## config.mk

```make
export PLATFORM = sky130hd
export DESIGN_NAME = elevator_look_controller
export DESIGN_NICKNAME = d
export VERILOG_FILES = /design/src/rtl/core/elc_pkg.sv /design/src/rtl/core/elevator_look_controller.sv /design/src/rtl/core/elc_front.sv /design/src/rtl/core/elc_queue.sv /design/src/rtl/core/elc_back.sv
export SDC_FILE = /design/constraint.sdc
export NUM_CORES = 1
export LEC_CHECK = 0
export BUFFER_PORTS_ARGS = -buffer_cell sky130_fd_sc_hd__buf_2
export CAP_MARGIN = 25
export CORE_UTILIZATION = 40
export DETAILED_ROUTE_END_ITERATION = 10
export MAX_ROUTING_LAYER = met4
export SYNTH_ARGS = -nofsm -noshare
export SYNTH_HDL_FRONTEND = slang
export SYNTH_HIERARCHICAL = 1
export SYNTH_SLANG_ARGS = --single-unit
```

## constraint.sdc

```tcl
create_clock -name clk_i -period 2.5 [get_ports clk_i]
set_input_delay 0.25 -clock clk_i [delete_from_list [all_inputs] [get_ports clk_i]]
set_output_delay 0.25 -clock clk_i [all_outputs]
set_load 0.01 [all_outputs]
```

## src/rtl/core/elc_pkg.sv

```systemverilog
// Shared types and constants for the LOOK-scheduled elevator controller.
// No dependencies; imported by every module of the block.
`timescale 1ns / 1ps
`default_nettype none

package elc_pkg;

  localparam int unsigned OPCODE_W = 3;
  localparam int unsigned FLOOR_W  = 4;
  localparam int unsigned QDEPTH   = 2;
  localparam int unsigned QAW      = $clog2(QDEPTH);
  localparam int unsigned QCW      = $clog2(QDEPTH + 1);

  typedef enum logic [OPCODE_W-1:0] {
    OP_TICK      = 3'd0,
    OP_REQUEST   = 3'd1,
    OP_FAULT     = 3'd2,
    OP_RESOLVE   = 3'd3,
    OP_TERMINATE = 3'd4,
    OP_CLEAR     = 3'd5
  } opcode_e;

  typedef enum logic [1:0] {
    MODE_NORMAL    = 2'd0,
    MODE_FAULT     = 2'd1,
    MODE_RESOLVE   = 2'd2,
    MODE_TERMINATE = 2'd3
  } mode_e;

  typedef enum logic [1:0] {
    DIR_STOP = 2'd0,
    DIR_UP   = 2'd1,
    DIR_DOWN = 2'd2
  } dir_e;

  typedef enum logic [1:0] {
    KIND_TICK    = 2'd0,
    KIND_REQUEST = 2'd1,
    KIND_MODE    = 2'd2
  } kind_e;

  // One classified item as it travels from front to back.
  typedef struct packed {
    kind_e              kind;
    mode_e              mode;
    logic [FLOOR_W-1:0] floor;
  } cmd_t;

  typedef enum logic [3:0] {
    ST_IDLE    = 4'd0,
    ST_TERM    = 4'd1,
    ST_FAULT   = 4'd2,
    ST_RESOLVE = 4'd3,
    ST_STOP    = 4'd4,
    ST_CLOSE   = 4'd5,
    ST_RECHECK = 4'd6,
    ST_PICK    = 4'd7,
    ST_MOVE    = 4'd8
  } back_state_e;

endpackage

`default_nettype wire

```

## src/rtl/core/elevator_look_controller.sv

```systemverilog
// Top level of the single-car LOOK elevator controller.
// Depends on elc_pkg, elc_front, elc_queue and elc_back.
//
//   channel  | handshake               | payload
//   ---------+-------------------------+-----------------------------------------
//   command  | start_i / busy_o        | opcode_i, floor_number_i
//   result   | result_valid_o (strobe) | in_service_o, car_floor_o, travel_dir_o,
//            |                         | door_open_o, last_update_o
//
// Flow: every item passes a two-entry queue, and the back end pops it only while
// its sequencer is idle. Requests and mode commands take effect in the cycle that
// pops them. A tick walks the sequencer through its update states; when terminating,
// the car descends a floor per update until it reaches the ground floor.
// Reset: request map clear, car at ground, stationary, door closed, in service.
// Stalls: busy_o rises only while the queue is full; results are one-cycle
// strobes that the receiver cannot hold off, and last_update_o marks the last
// one of each tick that yields results.
`timescale 1ns / 1ps
`default_nettype none

module elevator_look_controller import elc_pkg::*; #(
  parameter int unsigned NUM_FLOORS = 10
) (
  input  logic                clk_i,
  input  logic                rst_ni,
  input  logic                start_i,
  output logic                busy_o,
  input  logic [OPCODE_W-1:0] opcode_i,
  input  logic [FLOOR_W-1:0]  floor_number_i,
  output logic                result_valid_o,
  output logic                in_service_o,
  output logic [FLOOR_W-1:0]  car_floor_o,
  output logic [1:0]          travel_dir_o,
  output logic                door_open_o,
  output logic                last_update_o
);

  logic push, q_full, q_valid, q_pop;
  cmd_t push_item, head_item;

  // Classify the item and drop out-of-range floor requests.
  elc_front #(
    .NUM_FLOORS(NUM_FLOORS)
  ) u_front (
    .start_i       (start_i),
    .opcode_i      (opcode_i),
    .floor_number_i(floor_number_i),
    .q_full_i      (q_full),
    .busy_o        (busy_o),
    .push_o        (push),
    .item_o        (push_item)
  );

  // Hold items in order while the back end works through a tick.
  elc_queue u_queue (
    .clk_i  (clk_i),
    .rst_ni (rst_ni),
    .push_i (push),
    .item_i (push_item),
    .full_o (q_full),
    .valid_o(q_valid),
    .item_o (head_item),
    .pop_i  (q_pop)
  );

  // Apply requests and modes; step the car on ticks, at most one update a cycle.
  elc_back #(
    .NUM_FLOORS(NUM_FLOORS)
  ) u_back (
    .clk_i         (clk_i),
    .rst_ni        (rst_ni),
    .q_valid_i     (q_valid),
    .q_item_i      (head_item),
    .q_pop_o       (q_pop),
    .result_valid_o(result_valid_o),
    .in_service_o  (in_service_o),
    .car_floor_o   (car_floor_o),
    .travel_dir_o  (travel_dir_o),
    .door_open_o   (door_open_o),
    .last_update_o (last_update_o)
  );

endmodule

`default_nettype wire

```

## src/rtl/core/elc_front.sv

```systemverilog
// Front end: accepts items and classifies them into tick, request or mode commands.
// Depends on elc_pkg.
`timescale 1ns / 1ps
`default_nettype none

module elc_front import elc_pkg::*; #(
  parameter int unsigned NUM_FLOORS = 10
) (
  input  logic                start_i,
  input  logic [OPCODE_W-1:0] opcode_i,
  input  logic [FLOOR_W-1:0]  floor_number_i,
  input  logic                q_full_i,
  output logic                busy_o,
  output logic                push_o,
  output cmd_t                item_o
);

  logic accept;
  logic in_range;

  assign busy_o   = q_full_i;
  assign accept   = start_i && !q_full_i;
  assign in_range = 32'(floor_number_i) < NUM_FLOORS;

  always_comb begin
    item_o.kind  = KIND_MODE;
    item_o.mode  = MODE_NORMAL;
    item_o.floor = floor_number_i;
    push_o       = accept;
    unique case (opcode_i)
      OP_TICK:      item_o.kind = KIND_TICK;
      OP_REQUEST: begin
        item_o.kind = KIND_REQUEST;
        // drop requests above the top floor
        push_o      = accept && in_range;
      end
      OP_FAULT:     item_o.mode = MODE_FAULT;
      OP_RESOLVE:   item_o.mode = MODE_RESOLVE;
      OP_TERMINATE: item_o.mode = MODE_TERMINATE;
      default:      item_o.mode = MODE_NORMAL;
    endcase
  end

endmodule

`default_nettype wire

```

## src/rtl/core/elc_queue.sv

```systemverilog
// Short command queue between front and back of the elevator controller.
// Depends on elc_pkg.
`timescale 1ns / 1ps
`default_nettype none

module elc_queue import elc_pkg::*; (
  input  logic clk_i,
  input  logic rst_ni,
  input  logic push_i,
  input  cmd_t item_i,
  output logic full_o,
  output logic valid_o,
  output cmd_t item_o,
  input  logic pop_i
);

  cmd_t           entries_q [QDEPTH];
  logic [QAW-1:0] wr_ptr_q, wr_ptr_d;
  logic [QAW-1:0] rd_ptr_q, rd_ptr_d;
  logic [QCW-1:0] count_q, count_d;
  logic           do_push, do_pop;

  assign full_o  = count_q == QCW'(QDEPTH);
  assign valid_o = count_q != '0;
  assign item_o  = entries_q[rd_ptr_q];
  assign do_push = push_i && !full_o;
  assign do_pop  = pop_i && valid_o;

  always_comb begin
    wr_ptr_d = do_push ? QAW'(wr_ptr_q + 1'b1) : wr_ptr_q;
    rd_ptr_d = do_pop  ? QAW'(rd_ptr_q + 1'b1) : rd_ptr_q;
    count_d  = count_q;
    if (do_push && !do_pop) begin
      count_d = QCW'(count_q + 1'b1);
    end else if (do_pop && !do_push) begin
      count_d = QCW'(count_q - 1'b1);
    end
  end

  always_ff @(posedge clk_i or negedge rst_ni) begin
    if (!rst_ni) begin
      wr_ptr_q <= '0;
      rd_ptr_q <= '0;
      count_q  <= '0;
    end else begin
      wr_ptr_q <= wr_ptr_d;
      rd_ptr_q <= rd_ptr_d;
      count_q  <= count_d;
    end
  end

  always_ff @(posedge clk_i) begin
    if (do_push) begin
      entries_q[wr_ptr_q] <= item_i;
    end
  end

  a_count_bound: assert property (@(posedge clk_i) disable iff (!rst_ni)
    count_q <= QCW'(QDEPTH))
    else $error("queue count above depth");

  a_pop_nonempty: assert property (@(posedge clk_i) disable iff (!rst_ni)
    pop_i |-> valid_o)
    else $error("pop from empty queue");

  a_wrap_count: assert property (@(posedge clk_i) disable iff (!rst_ni)
    (wr_ptr_q == rd_ptr_q) |-> (count_q == '0 || count_q == QCW'(QDEPTH)))
    else $error("queue pointers disagree with count");

endmodule

`default_nettype wire

```

## src/rtl/core/elc_back.sv

```systemverilog
// Back end: car state, request map and the per-tick update sequencer.
// Depends on elc_pkg; fed by elc_queue.
`timescale 1ns / 1ps
`default_nettype none

module elc_back import elc_pkg::*; #(
  parameter int unsigned NUM_FLOORS = 10
) (
  input  logic               clk_i,
  input  logic               rst_ni,
  input  logic               q_valid_i,
  input  cmd_t               q_item_i,
  output logic               q_pop_o,
  output logic               result_valid_o,
  output logic               in_service_o,
  output logic [FLOOR_W-1:0] car_floor_o,
  output logic [1:0]         travel_dir_o,
  output logic               door_open_o,
  output logic               last_update_o
);

  localparam int unsigned FW      = $clog2(NUM_FLOORS);
  localparam logic [FW-1:0] TOP_FLOOR = FW'(NUM_FLOORS - 1);

  back_state_e           state_q, state_d;
  logic [NUM_FLOORS-1:0] req_q, req_d;
  logic [FW-1:0]         floor_q, floor_d;
  dir_e                  dir_q, dir_d;
  logic                  door_q, door_d;
  logic                  svc_q, svc_d;
  mode_e                 mode_q, mode_d;

  logic                  rvalid_q;
  logic                  r_svc_q;
  logic [FLOOR_W-1:0]    r_floor_q;
  dir_e                  r_dir_q;
  logic                  r_door_q;
  logic                  r_last_q;

  logic                  emit, emit_last;
  logic                  up_any, dn_any, pend_up, pend_dn, pend_cur, here_req;
  dir_e                  choice;
  logic [FW-1:0]         req_idx;

  assign q_pop_o  = (state_q == ST_IDLE) && q_valid_i;
  assign req_idx  = FW'(q_item_i.floor);
  assign here_req = req_q[floor_q];

  // Look ahead over the request map, both sides of the car, current floor included.
  always_comb begin
    up_any = 1'b0;
    dn_any = 1'b0;
    for (int i = 0; i < NUM_FLOORS; i++) begin
      if (req_q[i] && (FW'(i) >= floor_q)) up_any = 1'b1;
      if (req_q[i] && (FW'(i) <= floor_q)) dn_any = 1'b1;
    end
  end

  assign pend_up = up_any && (floor_q != TOP_FLOOR);
  assign pend_dn = dn_any && (floor_q != '0);
  assign choice  = pend_up ? DIR_UP : (pend_dn ? DIR_DOWN : DIR_STOP);

  always_comb begin
    unique case (dir_q)
      DIR_UP:   pend_cur = pend_up;
      DIR_DOWN: pend_cur = pend_dn;
      default:  pend_cur = 1'b0;
    endcase
  end

  // Next state
  always_comb begin
    state_d = state_q;
    unique case (state_q)
      ST_IDLE: begin
        if (q_pop_o && q_item_i.kind == KIND_TICK) begin
          unique case (mode_q)
            MODE_TERMINATE: state_d = ST_TERM;
            MODE_FAULT:     state_d = ST_FAULT;
            MODE_RESOLVE:   state_d = ST_RESOLVE;
            MODE_NORMAL:    state_d = svc_q ? ST_STOP : ST_IDLE;
          endcase
        end
      end
      ST_TERM:    if (floor_q == '0) state_d = ST_IDLE;
      ST_FAULT:   state_d = ST_IDLE;
      ST_RESOLVE: state_d = ST_STOP;
      ST_STOP:    state_d = here_req ? ST_CLOSE : ST_PICK;
      ST_CLOSE:   state_d = ST_RECHECK;
      ST_RECHECK: state_d = ST_PICK;
      ST_PICK:    state_d = (dir_q == DIR_STOP && choice == DIR_STOP) ? ST_IDLE : ST_MOVE;
      ST_MOVE:    state_d = ST_IDLE;
      default:    state_d = ST_IDLE;
    endcase
  end

  // Car state updates and result emission
  always_comb begin
    req_d     = req_q;
    floor_d   = floor_q;
    dir_d     = dir_q;
    door_d    = door_q;
    svc_d     = svc_q;
    mode_d    = mode_q;
    emit      = 1'b0;
    emit_last = 1'b0;
    unique case (state_q)
      ST_IDLE: begin
        if (q_pop_o) begin
          unique case (q_item_i.kind)
            KIND_REQUEST: req_d[req_idx] = 1'b1;
            KIND_MODE:    mode_d = q_item_i.mode;
            default:      ;
          endcase
        end
      end
      ST_TERM: begin
        emit = 1'b1;
        if (floor_q != '0) begin
          floor_d = FW'(floor_q - 1'b1);
        end else begin
          door_d    = 1'b1;
          dir_d     = DIR_STOP;
          emit_last = 1'b1;
        end
      end
      ST_FAULT: begin
        svc_d     = 1'b0;
        req_d     = '0;
        emit      = 1'b1;
        emit_last = 1'b1;
      end
      ST_RESOLVE: begin
        svc_d  = 1'b1;
        dir_d  = DIR_STOP;
        door_d = 1'b0;
        emit   = 1'b1;
      end
      ST_STOP: begin
        if (here_req) begin
          door_d = 1'b1;
          emit   = 1'b1;
        end
      end
      ST_CLOSE: begin
        req_d[floor_q] = 1'b0;
        door_d         = 1'b0;
        emit           = 1'b1;
      end
      ST_RECHECK: begin
        if (!pend_cur) begin
          dir_d = choice;
          emit  = 1'b1;
        end
      end
      ST_PICK: begin
        if (dir_q == DIR_STOP) begin
          dir_d     = choice;
          emit      = 1'b1;
          emit_last = (choice == DIR_STOP);
        end
      end
      ST_MOVE: begin
        unique case (dir_q)
          DIR_UP: begin
            if (floor_q != TOP_FLOOR) floor_d = FW'(floor_q + 1'b1);
            emit      = 1'b1;
            emit_last = 1'b1;
          end
          DIR_DOWN: begin
            if (floor_q != '0) floor_d = FW'(floor_q - 1'b1);
            emit      = 1'b1;
            emit_last = 1'b1;
          end
          default: ;
        endcase
      end
      default: ;
    endcase
  end

  always_ff @(posedge clk_i or negedge rst_ni) begin
    if (!rst_ni) begin
      state_q  <= ST_IDLE;
      req_q    <= '0;
      floor_q  <= '0;
      dir_q    <= DIR_STOP;
      door_q   <= 1'b0;
      svc_q    <= 1'b1;
      mode_q   <= MODE_NORMAL;
      rvalid_q <= 1'b0;
    end else begin
      state_q  <= state_d;
      req_q    <= req_d;
      floor_q  <= floor_d;
      dir_q    <= dir_d;
      door_q   <= door_d;
      svc_q    <= svc_d;
      mode_q   <= mode_d;
      rvalid_q <= emit;
    end
  end

  always_ff @(posedge clk_i) begin
    if (emit) begin
      r_svc_q   <= svc_d;
      r_floor_q <= FLOOR_W'(floor_d);
      r_dir_q   <= dir_d;
      r_door_q  <= door_d;
      r_last_q  <= emit_last;
    end
  end

  assign result_valid_o = rvalid_q;
  assign in_service_o   = r_svc_q;
  assign car_floor_o    = r_floor_q;
  assign travel_dir_o   = r_dir_q;
  assign door_open_o    = r_door_q;
  assign last_update_o  = r_last_q;

  a_floor_range: assert property (@(posedge clk_i) disable iff (!rst_ni)
    floor_q <= TOP_FLOOR)
    else $error("car floor beyond top floor");

  a_last_ends_tick: assert property (@(posedge clk_i) disable iff (!rst_ni)
    (rvalid_q && r_last_q) |-> (state_q == ST_IDLE))
    else $error("sequencer still busy after last update");

  a_pop_when_idle: assert property (@(posedge clk_i) disable iff (!rst_ni)
    q_pop_o |-> (state_q == ST_IDLE))
    else $error("queue popped mid-tick");

  a_term_lands: assert property (@(posedge clk_i) disable iff (!rst_ni)
    (rvalid_q && r_last_q && mode_q == MODE_TERMINATE)
      |-> (floor_q == '0 && door_q && dir_q == DIR_STOP))
    else $error("terminate sequence ended away from ground");

endmodule

`default_nettype wire
```

==> results.yml, run 1 <==
yosys:
  yosysTopAreaCell: "edfxtp_1"
  synth_area_leaders: "edfxtp_1 (23%), dfrtp_1 (21%), ha_1 (4.6%)"
  avgSynthCellArea_um2: 9.94
  synth_fp_nets: 352
  async_flop_share_pct: 53.7
  ys_ff_latch: 54
  yosys_warnings: 6
  syn_inst: 330
  yosysSeqAreaShare_pct: 45.1
  syn_area_um2: 3280
  synthDistinctLibCells: 70
  synth-edff-count: 25
  synth.top_cell.area_share_pct: 22.9
  synth_top_flop_cell: "dfrtp_1"
setup_path:
  crit_type: "reg2reg"
  start_kind: "flip-flop"
  cp.arrival_ps: 2430
  critical_path.endpoint_type: "flip-flop"
  cp_max_fo: 5
  required_ps: 2550
clock_tree:
  cts_tree: "done"
  cts_buffers: 5
  cts.sinks: 54
  clkTransAtPathRegs_ps: 100
  cts-root-buf: "clkbuf_8"
  cts_max_level: 2
  clk_latency_ps: 310
  clockBufferDepth: 2
detailed_routing:
  avgRoutedWirePerCell_um: 15.5
  finalWirelength_um: 7230
  first_iter_violations: 171
  avgViaCountPerCell: 5.58
  antenna_left: 0
  num_vias: 2594
  remaining_drc_errors: 0
  dr.pass1.iters: 6
placement:
  portBuffers: 20
  place_hpwl_um: 5180
  gp_congestion: 0.965
timing:
  rsz0062_at_grt: "false"
  setup_viol: 0
  min_period_over_period_pct: 95.4
  fmax_ghz: 0.419
  final.setup.tns_ps: 0
  period_minus_slack_ps: 2390
  tightest_slew_ps: 681
  finClkSkew_ps: 10.6
  hold_viol: 0
  finalMaxSlewViolations: 0
  slew_headroom_pct: 54.6
floorplanning:
  die_area_um2: 8560
  initial_utilization_pct: 41.8
  dieHeight_um: 92.5
  rows: 32
  die_w_um: 92.5
  num_io_pins: 21
  core_um2: 7850
worst_hold_path:
  holdCritPathClass: "in2reg"
layout:
  drive_gt1_share_pct: 22.6
  syn_to_final_growth_pct: 13.0
  nFillCells: 788
  utilization_pct: 47.2
  num-nets-final: 384
  n_antenna_cell: 0
global_routing:
  grt_first_pass_wirelength_um: 12200
  grt_pass1_vias: 2455
  grt_max_degree: 30
  antenna_found_initial: 0
  grt_usage_pct: 18.7
  overflow: 0
outcome:
  status: "completed"
power_and_ir_drop:
  power_density_nw_per_um2: 1310
  p_leak_nw: 1.49
  peakVddDrop_mv: 0.543
run:
  drv_cap: 0
-- per-stage QoR --
step | total power [mW] | instances | hold slack, ps | setup slack, ps | area, µm²
after floorplan | 3.46 | 330 | -45.6 | 9.58 | 3280
after global placement | 4.11 | 451 | 338 | 99.8 | 3510
after detailed placement | 4.13 | 451 | 340 | 12.8 | 3510
after CTS | 4.73 | 463 | 122 | 21.0 | 3650
after global routing | 5.22 | 465 | 120 | 0.411 | 3710
final | 4.84 | 465 | 133 | 114 | 3710
-- area by class of cell --
class | count | area [µm²] | area share (%)
repair buffers | 46 | 298 | 8.04
clock buffers | 5 | 68.8 | 1.86
multi-input cells | 241 | 1650 | 44.6
flip-flops and latches | 54 | 1480 | 39.9
clock inverters | 3 | 28.8 | 0.777
well taps | 102 | 128 | 3.44
inverters | 14 | 52.6 | 1.42
-- worst max-delay path, cell delays in order (launching register included) --
cell	delay [ps]
dfrtp_1	430
inv_1	130
ha_2	230
o211ai_1	120
nand4b_1	130
and4bb_2	280
o22ai_4	200
a31oi_2	140
a311o_2	470
-- final timing paths --
check | start | endpoint | slack [ps] | cells past startpoint
max in group asynchronous | rst_ni | u_back/floor_q[1] | 1510 | 2
setup / recovery | u_back/floor_q[0] | u_back/car_floor_o[3] | 110 | 8
hold reg to reg | u_queue/wr_ptr_q | u_queue/wr_ptr_q | 500 | 1
setup reg to reg | u_back/floor_q[0] | u_back/car_floor_o[3] | 110 | 8
min in group asynchronous | rst_ni | u_back/dir_q[0] | 510 | 2
hold / removal | floor_number_i[0] | u_queue/entries_q[1][0] | 130 | 1
-- logic make-up (layout without fill, tap and decap cells) --
family                   after synthesis  after routing  synth area share (%)
AND/OR/NAND/NOR                      114            114                  18.5
AO/OA/AOI/OAI                         93             94                  18.2
flip-flops                            54             54                  45.1
buffers and inverters                 36             68                  6.22
multiplexers                          14             14                  5.53
adder cells (fa/ha/maj)               12             12                  4.58
XOR/XNOR                               7              7                  1.87
-- power breakdown --
| part | switching [mW] | internal [mW] |
|---|---|---|
| registers | 0.300 | 1.33 |
| logic | 1.52 | 1.17 |
| clock network | 0.303 | 0.210 |
| total | 2.13 | 2.71 |
-- cell usage in the layout (no fill, tap or decap), types with 5 or more instances in the layout --
cell type / Yosys / layout
edfxtp_1: 25 / 25
and2_1: 6 / 6
a21oi_1: 25 / 25
inv_1: 13 / 12
ha_1: 12 / 10
xnor2_1: 5 / 5
nor2b_1: 5 / 5
nand2_1: 23 / 23
o21ai_0: 26 / 25
nand2b_1: 10 / 10
dfrtp_1: 28 / 27
a31oi_1: 6 / 5
mux2_1: 8 / 8
buf_2: 4 / 20
clkbuf_8: 0 / 5
nor2_1: 31 / 31
buf_4: 5 / 25
nor3_1: 11 / 11
-- synthesized netlist by cell type, drive strengths merged (10+ instances only) --
cell type,instances
nor2,31
dfrtp,28
o21ai,28
a21oi,25
edfxtp,25
nand2,25
buf,14
inv,14
ha,12
nor3,12
mux2,10
nand2b,10
-- state kept, by name, summed over array words and instances, names as in the netlist --
| signal | count |
|---|---|
| u_queue/entries_q | 16 |
| u_back/req_q | 10 |
| u_back/car_floor_o | 4 |
| u_back/floor_q | 4 |
| u_back/state_q | 4 |
| u_back/dir_q | 2 |
| u_back/mode_q | 2 |
| u_back/travel_dir_o | 2 |
| u_queue/count_q | 2 |
| u_back/door_open_o | 1 |
| u_back/door_q | 1 |
| u_back/in_service_o | 1 |
| u_back/last_update_o | 1 |
| u_back/result_valid_o | 1 |
| u_back/svc_q | 1 |
| u_queue/rd_ptr_q | 1 |
| u_queue/wr_ptr_q | 1 |
-- routing by layer --
layer / up-vias / track usage, % / part of all wire, %
li1: 1268 / - / -
met1: 1226 / 25.0 / 47
met2: 92 / 29.8 / 46
met3: 8 / 2.46 / 4.9
met4: 0 / 5.47 / 1.4
met5: - / - / 0
-- timing repair --
action / 4_1_cts / 5_1_grt
buffers inserted: 2 / 2
hold buffers: 1 / 0
endpoints found under the hold margin: 18 / 0
setup endpoints to repair: 8 / 14
pin swaps: 1 / 5
gates cloned: 1 / 0
gates resized for setup: 1 / 13
Power figures use the tool's default switching activity.
==> run 2, diff against run 1 <==
Settings changed: CORE_UTILIZATION 40 to 25.
==> run 2 against run 1 <==
  * The run now ends with hold timing left
  * Sequential power hardly changed
  * Register-to-register slack lost 30 ps
  * Worst setup slack lost 32 ps
  * Die area grew 59%
  * Critical endpoint is now u_back/travel_dir_o[0]
  * First-iteration DRC count increased by 0.58%
  * Maximum frequency fell by 1.3%
  * Clock power increased by 61%
  * Via count shrank 1.1%
==> results.yml, run 2 (same netlist as run 1, synthesis figures left out) <==
placement:
  gp_congestion: 0.931
  portBuffers: 20
  place_hpwl_um: 5350
  placedCellCount: 515
detailed_routing:
  first_iter_violations: 172
  avgRoutedWirePerCell_um: 14.6
  avgViaCountPerCell: 4.85
  finalWirelength_um: 7740
  dr.pass1.iters: 5
  remaining_drc_errors: 0
  antenna_left: 0
  num_vias: 2565
layout:
  syn_to_final_growth_pct: 16.4
  top_regs: "u_queue/entries_q: 16 flops, u_back/req_q: 10 flops"
  drive_gt1_share_pct: 21.0
  n_antenna_cell: 0
  mostFrequentLayoutCells: "nor2_1 (31), dfrtp_1 (27), o21ai_0 (26)"
  nFillCells: 1366
  largest_register_ffs: 16
  final_cell_count_no_fill: 529
  layout_commonest_cell: "nor2_1"
  largest_register: "u_queue/entries_q"
  num-nets-final: 378
timing:
  tightest_slew_ps: 679
  final.setup.tns_ps: 0
  hold_ws_ps: -5.91
  finClkSkew_ps: 5.13
  period_minus_slack_ps: 2420
  setup_viol: 0
  slew_headroom_pct: 54.4
  fmax_ghz: 0.414
  finalMaxSlewViolations: 0
  rsz0062_at_grt: "true"
  min_period_over_period_pct: 96.7
  hold_viol: 5
clock_tree:
  cts_buffers: 5
  clockBufferDepth: 2
  cts-root-buf: "clkbuf_16"
  clk_latency_ps: 290
  cts_max_level: 2
  cts.sinks: 54
  clkTransAtPathRegs_ps: 70
  cts_tree: "done"
  hold_buffers: 0
floorplanning:
  initial_utilization_pct: 25.8
  rows: 41
  die_w_um: 117
  dieHeight_um: 117
  core_um2: 12700
  die_area_um2: 13600
  num_io_pins: 21
setup_path:
  crit_type: "reg2reg"
  required_ps: 2490
  cp.arrival_ps: 2410
  cp_max_fo: 5
  r2r_start: "u_back/floor_q[0]"
  critical_path.endpoint_type: "flip-flop"
  start_kind: "flip-flop"
  cp_slowest_cell: "dfrtp_1"
  cp_cell_sequence: "inv_1 -> ha_2 -> o41ai_2 -> nand4b_1 -> and4bb_2 -> o22ai_2 -> a31oi_2 -> a311o_2"
  max_stage_delay_ps: 400
  startpoint: "u_back/floor_q[0]"
run:
  drv_cap: 0
power_and_ir_drop:
  power_density_nw_per_um2: 1340
  finalPower_mw: 5.12
  peakVddDrop_mv: 0.394
  p_leak_nw: 1.50
global_routing:
  grt_max_degree: 30
  grt_first_pass_wirelength_um: 12300
  grt_usage_pct: 12.0
  antenna_found_initial: 0
  grt_pass1_vias: 2479
  overflow: 0
worst_hold_path:
  holdCritPathClass: "in2async"
outcome:
  violations: "hold timing"
  status: "finished, violations left"
-- run 2: layer usage --
layer / track usage (%) / share of wire, %
met2: 17.9 / 46
met5: - / 0
met1: 16.2 / 49
met4: 3.71 / 1.3
met3: 2.44 / 4.5
-- run 2: path summary, 6_finish.rpt --
| kind | end | depth (start not counted) | slack [ps] |
|---|---|---|---|
| setup reg to reg | u_back/travel_dir_o[0] | 8 | 80 |
| max in group asynchronous | u_back/floor_q[1] | 1 | 2030 |
| hold / removal | u_back/floor_q[2] | 1 | -6 |
| hold reg to reg | u_queue/wr_ptr_q | 1 | 510 |
| setup / recovery | u_back/travel_dir_o[0] | 8 | 80 |
| min in group clk_i | u_queue/entries_q[0][0] | 1 | 150 |
-- run 2: worst max-delay path, delay by kind of cell, from the launching register on --
family	cells	cell delay (ps)
DFF	1	400
buffers and inverters	1	110
and+or+nand+nor	2	480
AOI/OAI and AO/OA	4	890
adders and majority gates	1	230
-- run 2: stage by stage --
stage | util [%] | worst slack, ps | hold WS [ps] | area (µm²)
6_report | 30.0 | 81.9 | -5.91 | 3820
5_1_grt | 30.0 | -35.8 | 67.6 | 3820
4_1_cts | 29.4 | 13.5 | 36.3 | 3740
3_5_place_dp | 28.0 | -39.7 | 355 | 3560
3_3_place_gp | 28.0 | 50.2 | 346 | 3560
2_1_floorplan | - | 9.58 | -45.6 | 3280
-- run 2: what timing repair did --
item / CTS / global route
setup endpoints to repair: 11 / 13
pin swaps: 0 / 4
cloned: 0 / 1
gates resized for setup: 1 / 9
setup buffers: 0 / 5
-- run 2: power breakdown --
part	internal, mW	switching, mW
registers	1.33	0.325
clock network	0.504	0.323
logic	1.14	1.51
total	2.97	2.15
-- run 2: area by class of cell --
type                       count  area, µm²  share of cell area (%)
inverter                      14       52.6                    1.38
clock inverter                 2       38.8                    1.02
sequential                    54       1480                    38.7
timing repair buffer          40        248                    6.49
multi-input combinational    241       1650                    43.1
tap                          172        215                    5.64
clock buffer                   6        139                    3.64
==> run 3, diff against run 2 <==
Settings changed: ABC_CLOCK_PERIOD_IN_PS set to 2500, PLACE_DENSITY_LB_ADDON set to 0.3.
==> run 3 against run 2 <==
  * The run now ends clean
  * Cell count rose by 0.38%
  * Sequential share of layout area about the same
  * Maximum frequency barely moved
  * Critical path depth is 1 higher
  * Register-to-register slack is essentially flat
  * Worst setup slack better by 1.7 ps
  * Combinational power grew 2%
  * Hold slack improved by 11 ps
  * Critical path type unchanged
  * Critical endpoint is now u_back/travel_dir_o[1]
  * Highest routed layer unchanged
==> results.yml, run 3 (same netlist as run 1, synthesis figures left out) <==
outcome:
  status: "completed"
setup_path:
  max_stage_delay_ps: 440
  cp_max_fo: 8
  required_ps: 2490
  start_kind: "flip-flop"
  r2r-end: "u_back/travel_dir_o[1]"
  r2r_start: "u_back/floor_q[0]"
  startpoint: "u_back/floor_q[0]"
  crit_type: "reg2reg"
  cp_cell_sequence: "buf_6 -> ha_2 -> o21ai_0 -> nand3_1 -> a222oi_1 -> o22a_2 -> o22ai_2 -> a31oi_2 -> a311o_2"
  rrSetupSlack_ps: 80
  r2r_cells: 9
  cp.arrival_ps: 2410
  cp_slowest_cell: "dfrtp_2"
  cp-endpoint: "u_back/travel_dir_o[1]"
  critical_path.endpoint_type: "flip-flop"
global_routing:
  grt_pass1_vias: 2495
  overflow: 0
  grt_usage_pct: 12.5
  antenna_found_initial: 0
  grt_max_degree: 30
  grt_first_pass_wirelength_um: 12700
timing:
  hold_viol: 0
  period_minus_slack_ps: 2420
  finalMaxSlewViolations: 0
  tightest_slew_ps: 722
  hold_ws_ps: 5.13
  fmax_ghz: 0.414
  slew_headroom_pct: 51.8
  setup_viol: 0
  min_period_over_period_pct: 96.7
  finClkSkew_ps: 7.28
clock_tree:
  hold_buffers: 0
  cts_buffers: 5
  clkTransAtPathRegs_ps: 70
  clk_latency_ps: 290
  cts_max_level: 2
  cts.sinks: 54
  cts_tree: "done"
  clockBufferDepth: 2
  cts-root-buf: "clkbuf_16"
floorplanning:
  core_um2: 12700
  dieHeight_um: 117
  rows: 41
  die_w_um: 117
  initial_utilization_pct: 25.8
  num_io_pins: 21
  die_area_um2: 13600
placement:
  place_hpwl_um: 5590
  dpl_cell_area_um2: 3580
  gp_congestion: 0.865
  portBuffers: 20
detailed_routing:
  first_iter_violations: 206
  remaining_drc_errors: 0
  num_vias: 2592
  avgViaCountPerCell: 4.88
  dr.pass1.iters: 4
  antenna_left: 0
  finalWirelength_um: 7830
  avgRoutedWirePerCell_um: 14.7
layout:
  drive_gt1_share_pct: 22.3
  layout_commonest_cell: "nor2_1"
  n_antenna_cell: 0
  largest_register: "u_queue/entries_q"
  num-nets-final: 380
  syn_to_final_growth_pct: 16.5
  mostFrequentLayoutCells: "nor2_1 (31), o21ai_0 (26), dfrtp_1 (26)"
  largest_register_ffs: 16
  top_regs: "u_queue/entries_q: 16 flops, u_back/req_q: 10 flops"
  final_cell_area_um2: 3820
power_and_ir_drop:
  power_density_nw_per_um2: 1310
  peakVddDrop_mv: 0.515
  p_leak_nw: 1.49
run:
  drv_cap: 0
worst_hold_path:
  holdCritPathClass: "in2async"
-- run 3: layout make-up --
class                   count  area (µm²)
inverters                  14        52.6
clock inverters             2        13.8
multi-input cells         241        1660
fillers                  1369        8900
flip-flops and latches     54        1480
clock buffers               6         129
well taps                 172         215
repair buffers             42         269
-- run 3: power by group --
group	leakage (nW)	internal (mW)	switching (mW)	total (mW)
Combinational	0.813	1.16	1.53	2.69
Clock	0.0712	0.375	0.323	0.698
Sequential	0.608	1.33	0.305	1.64
-- run 3: per-stage QoR --
step	setup WS, ps	power, mW	TNS, ps	cells	util (%)
5_1_grt	-0.767	5.43	-0.767	531	30.0
4_1_cts	7.40	4.89	0	526	29.3
3_5_place_dp	51.4	4.16	0	518	28.1
2_1_floorplan	9.58	3.46	0	330	-
6_report	83.6	5.02	0	531	30.0
3_3_place_gp	113	4.14	0	518	28.1
-- run 3: how the worst min path moves through the flow --
stage           start                 end  slack [ps]
3_5_place_dp   rst_ni    u_queue/wr_ptr_q         360
4_1_cts        rst_ni    u_queue/wr_ptr_q          30
2_1_floorplan  rst_ni     u_back/dir_q[0]         -50
3_3_place_gp   rst_ni    u_queue/wr_ptr_q         340
6_report       rst_ni    u_queue/wr_ptr_q           5
5_1_grt        rst_ni  u_queue/count_q[1]          60
-- run 3: worst max-delay path, delay by kind of cell, from the launching register on --
kind,cells,cell delay (ps)
DFF,1,440
AOI/OAI and AO/OA,6,1230
and+or+nand+nor,1,90
adders and majority gates,1,190
buffers and inverters,1,150
-- run 3: what timing repair did --
item | CTS | global route
setup buffers | 0 | 4
gates resized for setup | 0 | 16
endpoints found under the hold margin | 0 | 0
endpoints found under the setup margin | 0 | 13
-- run 3: routing by layer --
metal	global-route usage, %	wire [µm]
met3	2.54	317
met5	-	0
met2	19.5	3550
met1	16.7	3910
met4	2.62	48
